--- config.mk ---
export PLATFORM = sky130hd
export DESIGN_NAME = rgblap_fifo
export DESIGN_NICKNAME = d
export VERILOG_FILES = /design/src/rgblap_pkg.sv /design/src/rgblap_fifo.sv
export SDC_FILE = /design/constraint.sdc
export NUM_CORES = 1
export LEC_CHECK = 0
export BUFFER_PORTS_ARGS = -buffer_cell sky130_fd_sc_hd__buf_2
export CELL_PAD_IN_SITES_DETAIL_PLACEMENT = 1
export CELL_PAD_IN_SITES_GLOBAL_PLACEMENT = 1
export CORE_ASPECT_RATIO = 0.75
export CORE_MARGIN = 8
export CORE_UTILIZATION = 49
export CTS_CLUSTER_SIZE = 30
export DETAILED_ROUTE_END_ITERATION = 8
export PLACE_DENSITY_LB_ADDON = 0.1
export SKIP_LAST_GASP = 1
export SYNTH_ARGS = -nofsm -noshare
export SYNTH_HDL_FRONTEND = slang
export SYNTH_SLANG_ARGS = --single-unit
--- constraint.sdc ---
create_clock -name clk -period 7.4 [get_ports clk]
set_input_delay 0.74 -clock clk [delete_from_list [all_inputs] [get_ports clk]]
set_output_delay 0.74 -clock clk [all_outputs]
set_load 0.05 [all_outputs]
--- src/rgblap_pkg.sv ---
// ----------------------------------------------------------------------------
// rgblap_pkg
// Types, codes and helper functions for the RGB 3x3 Laplacian filter.
// ----------------------------------------------------------------------------
package rgblap_pkg;

  localparam int CH_W       = 8;
  localparam int PIX_W      = 3 * CH_W;
  localparam int NSUM_W     = 11;
  localparam int SUM_W      = 17;
  localparam int CFG_DATA_W = 11;
  localparam int CFG_IDX_W  = 2;
  localparam int WEIGHT_W   = 6;
  localparam int OQ_DEPTH   = 8;
  localparam int OQ_PTR_W   = 3;
  localparam int OQ_CNT_W   = 4;

  localparam logic [CFG_DATA_W-1:0] RESET_IMAGE_WIDTH  = 11'd640;
  localparam logic [CFG_DATA_W-1:0] RESET_IMAGE_HEIGHT = 11'd480;
  localparam logic [WEIGHT_W-1:0]   RESET_CENTRE_WEIGHT    = 6'b111000;
  localparam logic [WEIGHT_W-1:0]   RESET_NEIGHBOUR_WEIGHT = 6'b000001;

  localparam logic signed [WEIGHT_W-1:0] WEIGHT_MIN = -6'sd16;
  localparam logic signed [WEIGHT_W-1:0] WEIGHT_MAX = 6'sd16;

  typedef enum logic [CFG_IDX_W-1:0] {
    REG_IMAGE_WIDTH,
    REG_IMAGE_HEIGHT,
    REG_CENTRE_WEIGHT,
    REG_NEIGHBOUR_WEIGHT
  } reg_index_t;

  typedef enum logic {
    KIND_PIXEL = 1'b0,
    KIND_FLUSH = 1'b1
  } kind_t;

  typedef logic [PIX_W-1:0] pix_t;

  typedef struct packed {
    logic up;
    logic down;
    logic left;
    logic right;
  } tap_mask_t;

  typedef struct packed {
    logic signed [SUM_W-1:0] red;
    logic signed [SUM_W-1:0] green;
    logic signed [SUM_W-1:0] blue;
    logic                    last;
  } result_t;

  function automatic logic signed [WEIGHT_W-1:0] sat_weight(input logic [WEIGHT_W-1:0] bits);
    logic signed [WEIGHT_W-1:0] v;
    v = $signed(bits);
    if (v < WEIGHT_MIN) begin
      return WEIGHT_MIN;
    end else if (v > WEIGHT_MAX) begin
      return WEIGHT_MAX;
    end
    return v;
  endfunction

  // channel 0 red, 1 green, 2 blue
  function automatic logic [CH_W-1:0] chan_of(input pix_t p, input int unsigned ch);
    return p[(2 - ch) * CH_W +: CH_W];
  endfunction

endpackage

--- src/rgblap_fifo.sv ---
// ----------------------------------------------------------------------------
// rgblap_fifo
// Small register queue holding finished results until they are taken.
// ----------------------------------------------------------------------------
module rgblap_fifo (
  input  logic                clk,
  input  logic                rst,
  input  logic                push,
  input  rgblap_pkg::result_t push_data,
  input  logic                pop,
  output rgblap_pkg::result_t head,
  output logic                not_empty
);

  rgblap_pkg::result_t                    entries [rgblap_pkg::OQ_DEPTH];
  logic [rgblap_pkg::OQ_PTR_W-1:0] wr_ptr;
  logic [rgblap_pkg::OQ_PTR_W-1:0] rd_ptr;
  logic [rgblap_pkg::OQ_CNT_W-1:0] count;

  always_ff @(posedge clk) begin
    if (push) begin
      entries[wr_ptr] <= push_data;
    end
  end

  always_ff @(posedge clk) begin
    if (rst) begin
      wr_ptr <= '0;
      rd_ptr <= '0;
      count  <= '0;
    end else begin
      if (push) begin
        wr_ptr <= wr_ptr + 1'b1;
      end
      if (pop) begin
        rd_ptr <= rd_ptr + 1'b1;
      end
      case ({push, pop})
        2'b10:   count <= count + 1'b1;
        2'b01:   count <= count - 1'b1;
        default: count <= count;
      endcase
    end
  end

  assign head      = entries[rd_ptr];
  assign not_empty = (count != '0);

endmodule

== Word-level counts from Yosys, hierarchy flattened ==
Memories as Yosys holds them, arrays and structs flattened. A register that Yosys moved wholly into a read port is not among the register bits.
Index checks and enable logic that the tools add are counted.

* Memories kept: 1
* Logic and storage cells: 17
* Output and inout port bits: 53
* Register bits: 10
* Memory bits (writable): 416

* $add $sub $neg: 4
* Reductions and logical operators: 2
* Eq/ne operators: 2
* Muxes and demuxes: 5

{| class="wikitable"
|+ Memories
! name !! words !! bits a word !! rd ports !! clocked after memory_dff !! write ports !! line !! RTL
|-
| entries || 8 || 52 || 1 || 1 || 1 || rgblap_fifo.sv:15 || <nowiki>rgblap_pkg::result_t entries [rgblap_pkg::OQ_DEPTH];</nowiki>
|}

{| class="wikitable"
|+ Operators by type and width
! operator !! number
|-
| 4-bit case mux with 2 select lines || 1
|-
| 3-bit by 1-bit adder with 3-bit output (second input constant) || 2
|-
| 3-bit 2-to-1 mux || 2
|-
| 4-bit by 1-bit adder with 4-bit output (second input constant) || 1
|-
| 4-bit nonzero test || 1
|-
| 4-bit by 1-bit subtractor with 4-bit output (second input constant) || 1
|-
| 2-bit by 1-bit equality test with 1-bit output (second input constant) || 1
|-
| 2-bit equality test (second input constant) || 1
|-
| 1-bit 2-to-1 mux || 2
|-
| 2-bit nonzero test || 1
|}

== Logic depth before layout (Yosys ltp) ==
* Depth after elaboration: 3
* Mapped depth: 8
* Gate-level depth less buffers: 8

== Worst setup path after synthesis ==
No wires, ideal clock.

* Path type: input port to flip-flop
* Start: input port push
* End: memory entries[0][0] in the netlist's numbering, enable pin
* Stages: 2
* Path buffers: 0
* Setup slack: 2.493 ns
* Arrival: 4.381 ns
* Cell sequence: nand2b_1 -> nor3_1

* Word-level cells in the longest chain between the ends: 2

{| class="wikitable"
|+ Ends and longest elaborated chain
! what !! line !! RTL
|-
| start, declared || rgblap_fifo.sv:8 || <nowiki>input logic push,</nowiki>
|-
| 1-bit 2-to-1 mux || rgblap_fifo.sv:21 || <nowiki>if (push) begin</nowiki>
|-
| 1-bit 2-to-1 mux (implied by the code) || rgblap_fifo.sv:22 || <nowiki>entries[wr_ptr] <= push_data;</nowiki>
|-
| end, declared || rgblap_fifo.sv:15 ||
|}

No other way between the ends.

==> flow_metrics.py <==
metrics = {
    "clocking": {
        "clk_latency_ns": 0.54,
        "clockBufferDepth": 3,
        "clkSlewWorstSetupHoldPaths_ns": 0.06,
        "cts_tree": "done",
        "root_buffer": "clkbuf_16",
        "ctsHtreeMaxLevel": 2,
        "cts-resized-gates": 0,
        "post_cts_buffers": 0,
        "cts_hold_buf": 0,
        "cts_buffers": 43,
        "cts.sinks": 429,
    },
    "sta": {
        "hold_ws_ns": 0.471,
        "drv_slew": 0,
        "finalHoldViolations": 0,
        "finalSetupViolCount": 0,
        "period_share_pct": 54.5,
        "tightest_slew_ns": 0.966,
        "period_minus_slack_ns": 4.03,
        "fin_setup_tns_ns": 0,
        "max-slew-margin-rel_pct": 35.6,
        "clock.fmax_mhz": 248,
        "skew_ns": 0.0181,
        "rsz0062_at_grt": "no",
    },
    "die": {
        "ios": 109,
        "core_area_um2": 32500,
        "num_rows": 57,
        "die_w_um": 226,
        "start_util_pct": 50.0,
        "die_h_um": 174,
        "dieArea_um2": 39300,
    },
    "global_route": {
        "grt_pass1_wl_mm": 49.4,
        "grt_pass1_vias": 7953,
        "met1_usage_pct": 21.1,
        "met2_usage_pct": 29.5,
        "antenna_found_initial": 7,
        "track_usage_pct": 16.9,
        "busiest_layer": "met2",
        "grt_max_degree": 63,
        "grt.overflow.total": 0,
        "grt_use_met3_pct": 4.09,
    },
    "placement": {
        "io_buffers": 108,
        "placed_area_um2": 17300,
        "finalWeightedCongestion": 0.684,
        "hpwlAfterDp_mm": 17.5,
    },
    "drt": {
        "dr_total_vias": 7089,
        "ant_nets": 0,
        "dr.pass1.iters": 4,
        "wirelength_mm": 32.8,
        "avgRoutedWirePerCell_um": 25.6,
        "viasPerCell": 5.54,
        "drt_iter0_drc": 556,
        "drc": 0,
    },
    "final_layout": {
        "synthToLayoutAreaGrowth_pct": 14.5,
        "nets": 866,
        "layout-drive-gt1-share_pct": 41.1,
        "final_area_um2": 18600,
    },
    "worst_setup_path": {
        "arrival_ns": 3.29,
        "r2r_cells": 3,
        "rrSetupSlack_ns": 5.41,
        "required_ns": 6.66,
        "criticalPathCategory": "reg2out",
        "r2r-start": "wr_ptr[2]$_SDFFE_PP0P_",
        "r2r_end": "entries[0][24]$_DFFE_PP_",
        "start_kind": "flop",
        "critPathMaxFanout": 46,
        "worstSetupEndpointType": "output pin",
    },
    "power": {
        "comb_power_share_pct": 10.5,
        "power_frac_seq_pct": 51.7,
        "ir_drop_v": 0.000196,
        "clkPwrFrac_pct": 37.8,
        "p_int_mw": 4.12,
        "switchingPower_mw": 1.26,
        "p_per_area_nw_per_um2": 288,
        "finalPower_mw": 5.37,
        "p_sw_share_pct": 23.4,
        "power.leakage_nw": 5.95,
    },
    "logic_synthesis": {
        "synth.net_count": 732,
        "yosysWarnings": 0,
        "synthArstFlopShare_pct": 0,
        "syn_area_um2": 16300,
        "avgSynthCellArea_um2": 24.2,
        "yosysUniqueCellTypes": 29,
        "synth_seq_cells": 429,
        "synth_edf_count": 416,
        "synthCells": 671,
        "synth-seq-area-share_pct": 78.4,
        "synth_top_flop_cell": "edfxtp_1",
    },
    "hold_path": {
        "hold_class": "in2reg",
        "hold_end": "entries[0][17]$_DFFE_PP_",
        "min_from": "push_data[17]",
        "whs_path_depth": 1,
    },
    "run_status": {
        "run_status": "finished, final reports clean",
    },
    "job": {
        "max_cap_violations": 0,
    },
}
[how the worst max path moves through the flow]
stage          cells past startpoint                       to  slack, ns
6_report                           4                 head[45]       3.37
5_1_grt                            4                 head[44]       3.11
4_1_cts                            4                 head[41]       3.25
3_5_place_dp                       4                 head[41]       3.83
3_3_place_gp                       4                 head[24]       3.85
2_1_floorplan                      2  entries[0][0]$_DFFE_PP_       2.49
[cells in the mapped netlist (2+ instances only)]
library cell / n / share of area, %
edfxtp_1: 416 / 77
xnor2_1: 2 / 0.11
buf_12: 3 / 0.37
nand2_1: 5 / 0.12
dfxtp_1: 13 / 1.6
nand2b_1: 3 / 0.12
ha_1: 5 / 0.38
mux4_2: 101 / 14
buf_6: 5 / 0.35
buf_2: 9 / 0.28
buf_1: 2 / 0.046
mux2_2: 53 / 3.7
mux4_1: 3 / 0.48
clkbuf_1: 12 / 0.28
mux2i_1: 3 / 0.18
nor2_1: 16 / 0.37
a21oi_1: 2 / 0.062
xor2_1: 5 / 0.27
nor3_1: 3 / 0.092
[cells in the final DEF, fill, tap and decap left out, drive strengths merged, types with 3 or more instances in the layout]
master    n
buf     121
nand2b    3
nor3      3
dfxtp    13
nand2     5
ha        5
edfxtp  416
clkinv   17
mux4    104
mux2     54
clkbuf   54
xor2      5
mux2i     3
nor2     16
[power groups by stage]
stage	combinational [mW]	clock [mW]	sequential [mW]
5_1_grt	0.598	2.17	2.78
6_report	0.565	2.03	2.78
3_3_place_gp	0.563	0	2.82
2_1_floorplan	0.448	0	2.80
3_5_place_dp	0.575	0	2.83
4_1_cts	0.577	2.09	2.78
[worst max-delay path, cell delays in order (launching register included)]
cell and delay [ns]:
dfxtp_4 0.95, buf_4 0.64, mux4_1 0.63, mux2_2 0.27, buf_2 0.21
[stage by stage]
step	utilization (%)	setup slack [ns]	std cells
floorplan	-	2.49	671
global placement	53.2	3.85	1202
detailed placement	53.2	3.83	1202
CTS	57.2	3.25	1278
global route	57.2	3.11	1278
finish	57.3	3.37	1279
[logic make-up after synthesis]
family	synth area share, %
AO/OA/AOI/OAI	0.200
XOR/XNOR	0.377
adder cells (fa/ha/maj)	0.385
buffers and inverters	1.38
flip-flops	78.4
multiplexers	18.4
AND/OR/NAND/NOR	0.869
[per-layer routing]
metal  part of all wire (%)  up-vias
met1                     41     3766
met5                   0.19        -
met4                    1.4       10
met3                    5.3       51
met2                     52      140
li1                       -     3122
[final cells by class]
| cell class | count | area [um^2] |
|---|---|---|
| clock buffers | 54 | 1160 |
| diodes | 1 | 2.50 |
| multi-input cells | 209 | 3340 |
| repair buffers | 121 | 638 |
| clock inverters | 22 | 158 |
| inverters | 1 | 3.75 |
| well taps | 442 | 553 |
| flip-flops and latches | 429 | 12800 |
| fillers | 2766 | 13900 |
[state kept, by name, indices dropped and copies added (netlist names), named ones only]
name and cells:
rd_ptr 3, count 4, wr_ptr 3, entries 416
Power figures use the tool's default switching activity.
